File: src/hdl/crcl_pkg.sv
// Shared types and constants for the chunk range cache lookup unit.
package crcl_pkg;

    // Configuration port
    localparam int unsigned PADDR_W = 3;
    localparam logic REG_CHUNK_LENGTH = 1'b0;   // register index, taken from paddr[2]

    localparam logic [15:0] CHUNK_LENGTH_RESET = 16'd58315;
    localparam logic [31:0] STAMP_MAX = 32'hFFFF_FFFF;

    // Input word
    typedef struct packed {
        logic [31:0] start_offset;
        logic [19:0] range_size;
    } in_t;

    // Result word
    typedef struct packed {
        logic [31:0] chunk_index;
        logic [2:0]  cache_way;
        logic        hit;
        logic [15:0] copy_offset;
        logic [15:0] copy_length;
        logic        last;
        logic        too_wide;
    } out_t;

    // Sequencer states
    typedef enum logic [2:0] {
        ST_IDLE,
        ST_DIV_FIRST,
        ST_DIV_LAST,
        ST_SCAN,
        ST_UPDATE,
        ST_WIDE
    } state_t;

endpackage

File: src/hdl/crcl_div.sv
// Restoring divider, one quotient bit per cycle, 32-bit dividend by 16-bit divisor.
module crcl_div
    import crcl_pkg::*;
(
    input  logic        aclk,
    input  logic        aresetn,
    input  logic        start,
    input  logic [31:0] dividend,
    input  logic [15:0] divisor,
    output logic        busy,
    output logic        done,
    output logic [31:0] quotient,
    output logic [15:0] remainder
);

    logic        busy_reg;
    logic        done_reg;
    logic [4:0]  cnt_reg;
    logic [31:0] quo_reg;
    logic [15:0] rem_reg;
    logic [15:0] dvs_reg;

    logic [16:0] partial;
    logic [16:0] diff;
    logic        ge;
    logic [15:0] rem_next;
    logic [31:0] quo_next;

    // One restoring step: bring down the next dividend bit, subtract if it fits
    always_comb begin
        partial  = {rem_reg, quo_reg[31]};
        ge       = (partial >= {1'b0, dvs_reg});
        diff     = partial - {1'b0, dvs_reg};
        rem_next = ge ? diff[15:0] : partial[15:0];
        quo_next = {quo_reg[30:0], ge};
    end

    // Control
    always_ff @(posedge aclk) begin
        if (!aresetn) begin
            busy_reg <= 1'b0;
            done_reg <= 1'b0;
            cnt_reg  <= '0;
        end else begin
            done_reg <= 1'b0;
            if (start && !busy_reg) begin
                busy_reg <= 1'b1;
                cnt_reg  <= 5'd31;
            end else if (busy_reg) begin
                cnt_reg <= cnt_reg - 5'd1;
                if (cnt_reg == 5'd0) begin
                    busy_reg <= 1'b0;
                    done_reg <= 1'b1;
                end
            end
        end
    end

    // Datapath
    always_ff @(posedge aclk) begin
        if (start && !busy_reg) begin
            quo_reg <= dividend;
            rem_reg <= '0;
            dvs_reg <= divisor;
        end else if (busy_reg) begin
            quo_reg <= quo_next;
            rem_reg <= rem_next;
        end
    end

    assign busy      = busy_reg;
    assign done      = done_reg;
    assign quotient  = quo_reg;
    assign remainder = rem_reg;

endmodule

File: src/hdl/chunk_range_cache_lookup_unit.sv
// Top level: range split into chunks and LRU way lookup for each chunk.
// First come two 32-step divisions, then per chunk a scan of up to CACHE_WAYS ways
// and an update step that waits for a free output slot. The unit takes one word at
// a time, serialised on the shared divider and the single way comparator. A too-wide
// request gives its error word after the two divisions, with no way scan.
// Reset (aresetn, synchronous, active low) clears valid bits, stamps and counter; length returns to 58315.
module chunk_range_cache_lookup_unit
    import crcl_pkg::*;
#(
    parameter int CACHE_WAYS = 8,
    parameter int MAX_SPAN   = 16
) (
    input  logic               aclk,
    input  logic               aresetn,
    // configuration
    input  logic               psel,
    input  logic               penable,
    input  logic               pwrite,
    input  logic [PADDR_W-1:0] paddr,
    input  logic [31:0]        pwdata,
    output logic [31:0]        prdata,
    output logic               pready,
    // input channel
    input  logic               s_valid,
    output logic               s_ready,
    input  in_t                s_data,
    // result channel
    output logic               m_valid,
    input  logic               m_ready,
    output out_t               m_data
);

    localparam int WAY_W  = (CACHE_WAYS > 1) ? $clog2(CACHE_WAYS) : 1;
    localparam int WEXT_W = (WAY_W > 3) ? WAY_W : 3;
    localparam int SPAN_W = $clog2(MAX_SPAN + 1);

    state_t state_reg, state_next;

    // configuration and request
    logic [15:0]       chunk_len_reg;
    logic [15:0]       clen_reg;
    logic [19:0]       size_reg;
    logic [31:0]       first_idx_reg;
    logic [15:0]       first_off_reg;
    logic [15:0]       last_off_reg;

    // chunk loop
    logic [31:0]       cur_idx_reg;
    logic [SPAN_W-1:0] remain_reg;
    logic              is_first_reg;

    // way scan
    logic [WAY_W-1:0]  scan_idx_reg;
    logic [WAY_W-1:0]  target_reg;
    logic [31:0]       min_stamp_reg;
    logic              found_reg;

    // cache state
    logic [CACHE_WAYS-1:0] way_valid_reg;
    logic [31:0]           way_tag_reg   [CACHE_WAYS];
    logic [31:0]           way_stamp_reg [CACHE_WAYS];
    logic [31:0]           use_ctr_reg;

    // output stage
    logic              m_valid_reg;
    out_t              out_reg;
    out_t              out_next;

    // divider
    logic              div_start;
    logic [31:0]       div_dividend;
    logic [15:0]       clen_eff;
    logic [15:0]       div_divisor;
    logic              div_busy;
    logic              div_done;
    logic [31:0]       div_quo;
    logic [15:0]       div_rem;

    // control decodes
    logic              accept;
    logic              cfg_wr;
    logic              slot_free;
    logic              way_hit;
    logic              way_older;
    logic              scan_end;
    logic              too_wide;
    logic              do_update;
    logic              do_wide;
    logic              last_chunk;
    logic [WEXT_W-1:0] target_ext;

    // APB register
    assign pready = 1'b1;
    assign cfg_wr = psel && penable && pwrite;
    assign prdata = (paddr[2] == REG_CHUNK_LENGTH) ? {16'd0, chunk_len_reg} : 32'd0;

    always_ff @(posedge aclk) begin
        if (!aresetn) begin
            chunk_len_reg <= CHUNK_LENGTH_RESET;
        end else if (cfg_wr && paddr[2] == REG_CHUNK_LENGTH) begin
            chunk_len_reg <= pwdata[15:0];
        end
    end

    // zero length acts as one; the first division latches the live length
    assign clen_eff    = (chunk_len_reg == 16'd0) ? 16'd1 : chunk_len_reg;
    assign div_divisor = (state_reg == ST_IDLE) ? clen_eff : clen_reg;

    // shared divider
    crcl_div u_div (
        .aclk      (aclk),
        .aresetn   (aresetn),
        .start     (div_start),
        .dividend  (div_dividend),
        .divisor   (div_divisor),
        .busy      (div_busy),
        .done      (div_done),
        .quotient  (div_quo),
        .remainder (div_rem)
    );

    // per-way compare for the way under the scan pointer
    assign way_hit   = way_valid_reg[scan_idx_reg] && (way_tag_reg[scan_idx_reg] == cur_idx_reg);
    assign way_older = way_stamp_reg[scan_idx_reg] < min_stamp_reg;
    assign scan_end  = (scan_idx_reg == WAY_W'(CACHE_WAYS - 1));
    assign too_wide  = (div_quo >= 32'(MAX_SPAN));
    assign slot_free = !m_valid_reg || m_ready;
    assign last_chunk = (remain_reg == '0);

    // next state
    always_comb begin
        state_next = state_reg;
        case (state_reg)
            ST_IDLE: begin
                if (s_valid) state_next = ST_DIV_FIRST;
            end
            ST_DIV_FIRST: begin
                if (div_done) state_next = ST_DIV_LAST;
            end
            ST_DIV_LAST: begin
                if (div_done) state_next = too_wide ? ST_WIDE : ST_SCAN;
            end
            ST_SCAN: begin
                if (way_hit || scan_end) state_next = ST_UPDATE;
            end
            ST_UPDATE: begin
                if (slot_free) state_next = last_chunk ? ST_IDLE : ST_SCAN;
            end
            ST_WIDE: begin
                if (slot_free) state_next = ST_IDLE;
            end
            default: state_next = ST_IDLE;
        endcase
    end

    // control outputs
    always_comb begin
        s_ready      = 1'b0;
        div_start    = 1'b0;
        div_dividend = s_data.start_offset;
        do_update    = 1'b0;
        do_wide      = 1'b0;
        case (state_reg)
            ST_IDLE: begin
                s_ready   = 1'b1;
                div_start = s_valid;
            end
            ST_DIV_FIRST: begin
                div_start    = div_done;
                div_dividend = 32'({4'd0, div_rem} + {1'b0, size_reg});
            end
            ST_UPDATE: begin
                do_update = slot_free;
            end
            ST_WIDE: begin
                do_wide = slot_free;
            end
            default: ;
        endcase
    end

    assign accept = s_valid && s_ready;

    // result word for the current chunk, or the error word
    assign target_ext = WEXT_W'(target_reg);
    always_comb begin
        out_next = '0;
        if (state_reg == ST_WIDE) begin
            out_next.last     = 1'b1;
            out_next.too_wide = 1'b1;
        end else begin
            out_next.chunk_index = cur_idx_reg;
            out_next.cache_way   = target_ext[2:0];
            out_next.hit         = found_reg;
            out_next.last        = last_chunk;
            if (is_first_reg) begin
                out_next.copy_offset = first_off_reg;
                out_next.copy_length = last_chunk ? (last_off_reg - first_off_reg)
                                                  : (clen_reg - first_off_reg);
            end else if (last_chunk) begin
                out_next.copy_length = last_off_reg;
            end else begin
                out_next.copy_length = clen_reg;
            end
        end
    end

    // sequencer and loop registers
    always_ff @(posedge aclk) begin
        if (!aresetn) begin
            state_reg <= ST_IDLE;
        end else begin
            state_reg <= state_next;
        end
    end

    always_ff @(posedge aclk) begin
        if (accept) begin
            clen_reg <= clen_eff;
            size_reg <= s_data.range_size;
        end
        if (state_reg == ST_DIV_FIRST && div_done) begin
            first_idx_reg <= div_quo;
            first_off_reg <= div_rem;
        end
        if (state_reg == ST_DIV_LAST && div_done) begin
            last_off_reg <= div_rem;
            remain_reg   <= div_quo[SPAN_W-1:0];
            cur_idx_reg  <= first_idx_reg;
            is_first_reg <= 1'b1;
        end
        if (do_update && !last_chunk) begin
            cur_idx_reg  <= cur_idx_reg + 32'd1;
            remain_reg   <= remain_reg - SPAN_W'(1);
            is_first_reg <= 1'b0;
        end
        // way scan: stop on a hit, else track the first oldest stamp
        if ((state_reg == ST_DIV_LAST && div_done) || do_update) begin
            scan_idx_reg  <= '0;
            target_reg    <= '0;
            min_stamp_reg <= STAMP_MAX;
            found_reg     <= 1'b0;
        end else if (state_reg == ST_SCAN) begin
            if (way_hit) begin
                found_reg  <= 1'b1;
                target_reg <= scan_idx_reg;
            end else begin
                if (way_older) begin
                    min_stamp_reg <= way_stamp_reg[scan_idx_reg];
                    target_reg    <= scan_idx_reg;
                end
                if (!scan_end) scan_idx_reg <= scan_idx_reg + WAY_W'(1);
            end
        end
    end

    // cache state with reset values
    always_ff @(posedge aclk) begin
        if (!aresetn) begin
            way_valid_reg <= '0;
            use_ctr_reg   <= '0;
            for (int i = 0; i < CACHE_WAYS; i++) begin
                way_stamp_reg[i] <= '0;
            end
        end else if (do_update) begin
            use_ctr_reg                <= use_ctr_reg + 32'd1;
            way_stamp_reg[target_reg]  <= use_ctr_reg + 32'd1;
            way_valid_reg[target_reg]  <= 1'b1;
        end
    end

    // tags have no reset; only read behind a valid bit
    always_ff @(posedge aclk) begin
        if (do_update && !found_reg) begin
            way_tag_reg[target_reg] <= cur_idx_reg;
        end
    end

    // output register
    always_ff @(posedge aclk) begin
        if (!aresetn) begin
            m_valid_reg <= 1'b0;
        end else if (do_update || do_wide) begin
            m_valid_reg <= 1'b1;
        end else if (m_ready) begin
            m_valid_reg <= 1'b0;
        end
    end

    always_ff @(posedge aclk) begin
        if (do_update || do_wide) begin
            out_reg <= out_next;
        end
    end

    assign m_valid = m_valid_reg;
    assign m_data  = out_reg;

`ifndef SYNTHESIS
    // an error word always closes its request
    a_wide_is_last: assert property (@(posedge aclk) disable iff (!aresetn)
        m_valid && m_data.too_wide |-> m_data.last)
        else $error("too_wide word without last");

    // each lookup advances the use counter by exactly one
    a_ctr_step: assert property (@(posedge aclk) disable iff (!aresetn)
        do_update |=> use_ctr_reg == $past(use_ctr_reg) + 32'd1)
        else $error("use counter did not step");

    // a way once filled stays valid
    a_valid_sticky: assert property (@(posedge aclk) disable iff (!aresetn)
        1'b1 |=> (way_valid_reg & $past(way_valid_reg)) == $past(way_valid_reg))
        else $error("way valid bit dropped");

    // a hit always points at a valid way
    a_hit_valid: assert property (@(posedge aclk) disable iff (!aresetn)
        state_reg == ST_UPDATE && found_reg |-> way_valid_reg[target_reg])
        else $error("hit on an invalid way");

    // copy offset lies inside the chunk
    a_off_range: assert property (@(posedge aclk) disable iff (!aresetn)
        do_update |=> out_reg.copy_offset < clen_reg)
        else $error("copy offset beyond chunk length");

    // the divider is only started when idle
    a_div_idle: assert property (@(posedge aclk) disable iff (!aresetn)
        div_start |-> !div_busy)
        else $error("divider started while busy");
`endif

endmodule
File: config.mk
export PLATFORM = sky130hd
export DESIGN_NAME = chunk_range_cache_lookup_unit
export DESIGN_NICKNAME = d
export VERILOG_FILES = /design/src/hdl/crcl_pkg.sv /design/src/hdl/crcl_div.sv /design/src/hdl/chunk_range_cache_lookup_unit.sv
export SDC_FILE = /design/constraint.sdc
export NUM_CORES = 1
export LEC_CHECK = 0
export ABC_AREA = 1
export BUFFER_PORTS_ARGS = -buffer_cell sky130_fd_sc_hd__buf_2
export CORE_ASPECT_RATIO = 2
export CORE_MARGIN = 1.5
export CORE_UTILIZATION = 23
export CTS_CLUSTER_DIAMETER = 30
export DETAILED_ROUTE_END_ITERATION = 8
export SETUP_SLACK_MARGIN = 0.5
export SLEW_MARGIN = 20
export SYNTH_ARGS = -nofsm -noshare
export SYNTH_HDL_FRONTEND = slang
export SYNTH_SLANG_ARGS = --single-unit
File: constraint.sdc
create_clock -name aclk -period 15 [get_ports aclk]
set_input_delay 1.5 -clock aclk [delete_from_list [all_inputs] [get_ports aclk]]
set_output_delay 1.5 -clock aclk [all_outputs]
set_load 0.05 [all_outputs]
==> flow_metrics.tcl <==
set metrics [dict create \
    final_cell_mix "nand2_1 (871), nor2_1 (819), edfxtp_1 (767)" \
    coreArea_mm2 0.1811 \
    tightest_slew_ns 1.031 \
    critPathLaunchType "register" \
    ios 199 \
    synth_top_cell_area_share 0.5501 \
    cts_tree "built" \
    ys_types 55 \
    cts_resized 0 \
    avgRoutedWirePerCell_um 17.74 \
    hpwl_um 82160 \
    grt_max_degree 90 \
    leakage_uw 0.01921 \
    grt_overflow 0 \
    crit_path_end_kind "register" \
    synthToLayoutAreaGrowth_pct 15.99 \
    post-route-min-period_ns 5.343 \
    ys_ff_latch 893 \
    initial_core_util 0.2312 \
    r2r.worst_path.cells 16 \
    synth_largest_area_cell "edfxtp_1" \
    cts_buffers 96 \
    max_freq_mhz 187.2 \
    cts.sinks 893 \
    slew_violations 0 \
    hold_violations 0 \
    worst_path_most_repeated_cell "nor2_1" \
    setup.worst_path.end "min_stamp_reg[24]" \
    avgSynthCellArea_um2 9.508 \
    ys_seq_area_frac 0.6103 \
    cp_slowest_cell "buf_4" \
    synth_area_leaders "edfxtp_1 (55%), nand2_1 (7.8%), nor2_1 (7.4%)" \
    setup_tns_ns 0 \
    cts_setup_buffers 0 \
    drt_iter0_drc 2113 \
    gp_congestion 0.8858 \
    clock_latency_ns 0.74 \
    final-setup-viol-count 0 \
    worstPathRequired_ns 15.53 \
    slew_headroom 0.3123 \
    fin_crit_sh 0.3562 \
    worstReg2RegEnd "min_stamp_reg[24]" \
    final_common_cell "nand2_1" \
    port_buffers 163 \
    ant_nets 0 \
    status "complete, no violations" \
    clock_tree.root_cell "clkbuf_16" \
    num_vias 31389 \
    antenna_found_initial 4 \
    cap_violations 0 \
    core.rowCount 221 \
    htreeDepth 3 \
    crit_chain "inv_6, buf_4, o21ai_0, o22ai_1, nor2_1, a31oi_1, ha_1, a21oi_1, nor2_1, a211oi_1, nor2_1, a211oi_4, buf_4, nand3_2, nand2_1, nand3_1" \
    clockBufferDepth 3 \
    syn_inst 4404 \
    crit_arrival_ns 5.87 \
    grt_pass1_wl_um 185200 \
    avgViaCountPerCell 4.530 \
    skew_ns 0.08602 \
    die_h_um 606.4 \
    route.final.wire_length_um 122900 \
    rsz0062_at_grt "no" \
    crit_fanout 86 \
    die_w_um 304.7 \
    hold_buffers 0 \
    cellPowerDensity_mw_per_mm2 187.5 \
    worstSetupPathType "reg2reg" \
    clkTransAtPathRegs_ns 0.08 \
    synth_area_mm2 0.04187 \
    grt_util_all_layers 0.1298 \
    vdd_ir_drop_max_mv 0.1589 \
    layout-drive-gt1-share 0.09791 \
    reg2reg_setup_slack_ns 9.66 \
    critPathMaxStageDelay_ns 0.73 \
    grt_pass1_vias 31446 \
    holdWs_ns 0.4261 \
    drcViolationCount 0 \
    layout.nets 4686 \
    yosysWarningCount 0 \
    hold_class "reg2reg" \
    dieArea_mm2 0.1848 \
    firstDrtPassIters 6 \
]
## worst max-delay path, delay by kind of cell (launching register included)
family,cells,cell delay [ns]
buf+inv,3,1.61
simple gates,6,1.21
flops,1,0.54
fa+ha+maj,1,0.28
compound gates,6,1.42
## cell type report
type	instances	area (um^2)
Sequential cell	893	25560
Tap cell	2341	2929
Clock inverter	79	1030
Multi-Input combinational cell	2850	13670
Inverter	442	1668
Timing Repair Buffer	220	1256
Fill cell	18873	132600
Antenna cell	2	5.005
Clock buffer	102	2445
## power breakdown
part,internal (uW),switching (uW)
clock,1400,1160
sequential,3220,360
combinational,830,2130
total,5450,3650
## stage by stage
step | instance area (um^2) | power [uW] | util | worst slack [ns] | cells
after floorplan | 41930 | 5648 | - | 9.364 | 4419
after global placement | 45070 | 6543 | 0.2488 | 9.671 | 6745
after detailed placement | 45090 | 6604 | 0.2489 | 9.585 | 6746
after CTS | 48560 | 9170 | 0.2681 | 9.538 | 6927
after global routing | 48570 | 9632 | 0.2681 | 9.126 | 6928
final | 48570 | 9106 | 0.2682 | 9.657 | 6929
## worst min path at each step
stage	depth (start not counted)	slack, ns	startpoint	to
2_1_floorplan	2	0.42	way_valid_reg[0]	way_valid_reg[0]
3_3_place_gp	0	0.41	chunk_len_reg[15]	clen_reg[15]
3_5_place_dp	0	0.41	chunk_len_reg[15]	clen_reg[15]
4_1_cts	0	0.43	chunk_len_reg[4]	clen_reg[4]
5_1_grt	0	0.43	chunk_len_reg[3]	clen_reg[3]
6_report	0	0.43	chunk_len_reg[4]	clen_reg[4]
## cells by family (layout without fill, tap and decap cells)
family / Yosys count / after routing / synth area share
muxes: 1 / 1 / 0.0002391
other: 2 / 19 / 0.0001794
DFF: 893 / 893 / 0.6103
buffers and inverters: 676 / 843 / 0.06684
AOI/OAI and AO/OA: 610 / 610 / 0.07987
adders and majority gates: 89 / 89 / 0.02713
and+or+nand+nor: 2062 / 2062 / 0.2006
xor gates and xnor gates: 71 / 71 / 0.01485
## routing by layer
layer,track usage,up-vias,wire [um]
li1,-,14930,-
met1,0.1304,15141,43890
met2,0.2529,992,66510
met3,0.01594,326,5687
met4,0.07727,0,6835
met5,0,-,0
## synthesized netlist by cell type, drive strengths merged
library cell / count
nand2: 875
nor2: 825
edfxtp: 767
inv: 435
o21ai: 341
nand3: 207
clkbuf: 139
dfxtp: 126
a21oi: 123
buf: 95
ha: 86
nand4: 68
xor2: 57
a31oi: 46
nor3: 41
o22ai: 36
o211ai: 30
nor4: 26
or2: 14
xnor2: 14
clkinv: 7
o21a: 6
a211oi: 5
a21o: 3
fa: 3
o21bai: 3
o31ai: 3
a21boi: 2
a221oi: 2
conb: 2
nand3b: 2
nor3b: 2
o2111ai: 2
o221ai: 2
a211o: 1
a31o: 1
a41oi: 1
and2: 1
and3: 1
mux2i: 1
o221a: 1
o311ai: 1
o41ai: 1
(Power assumes the default switching activity.)
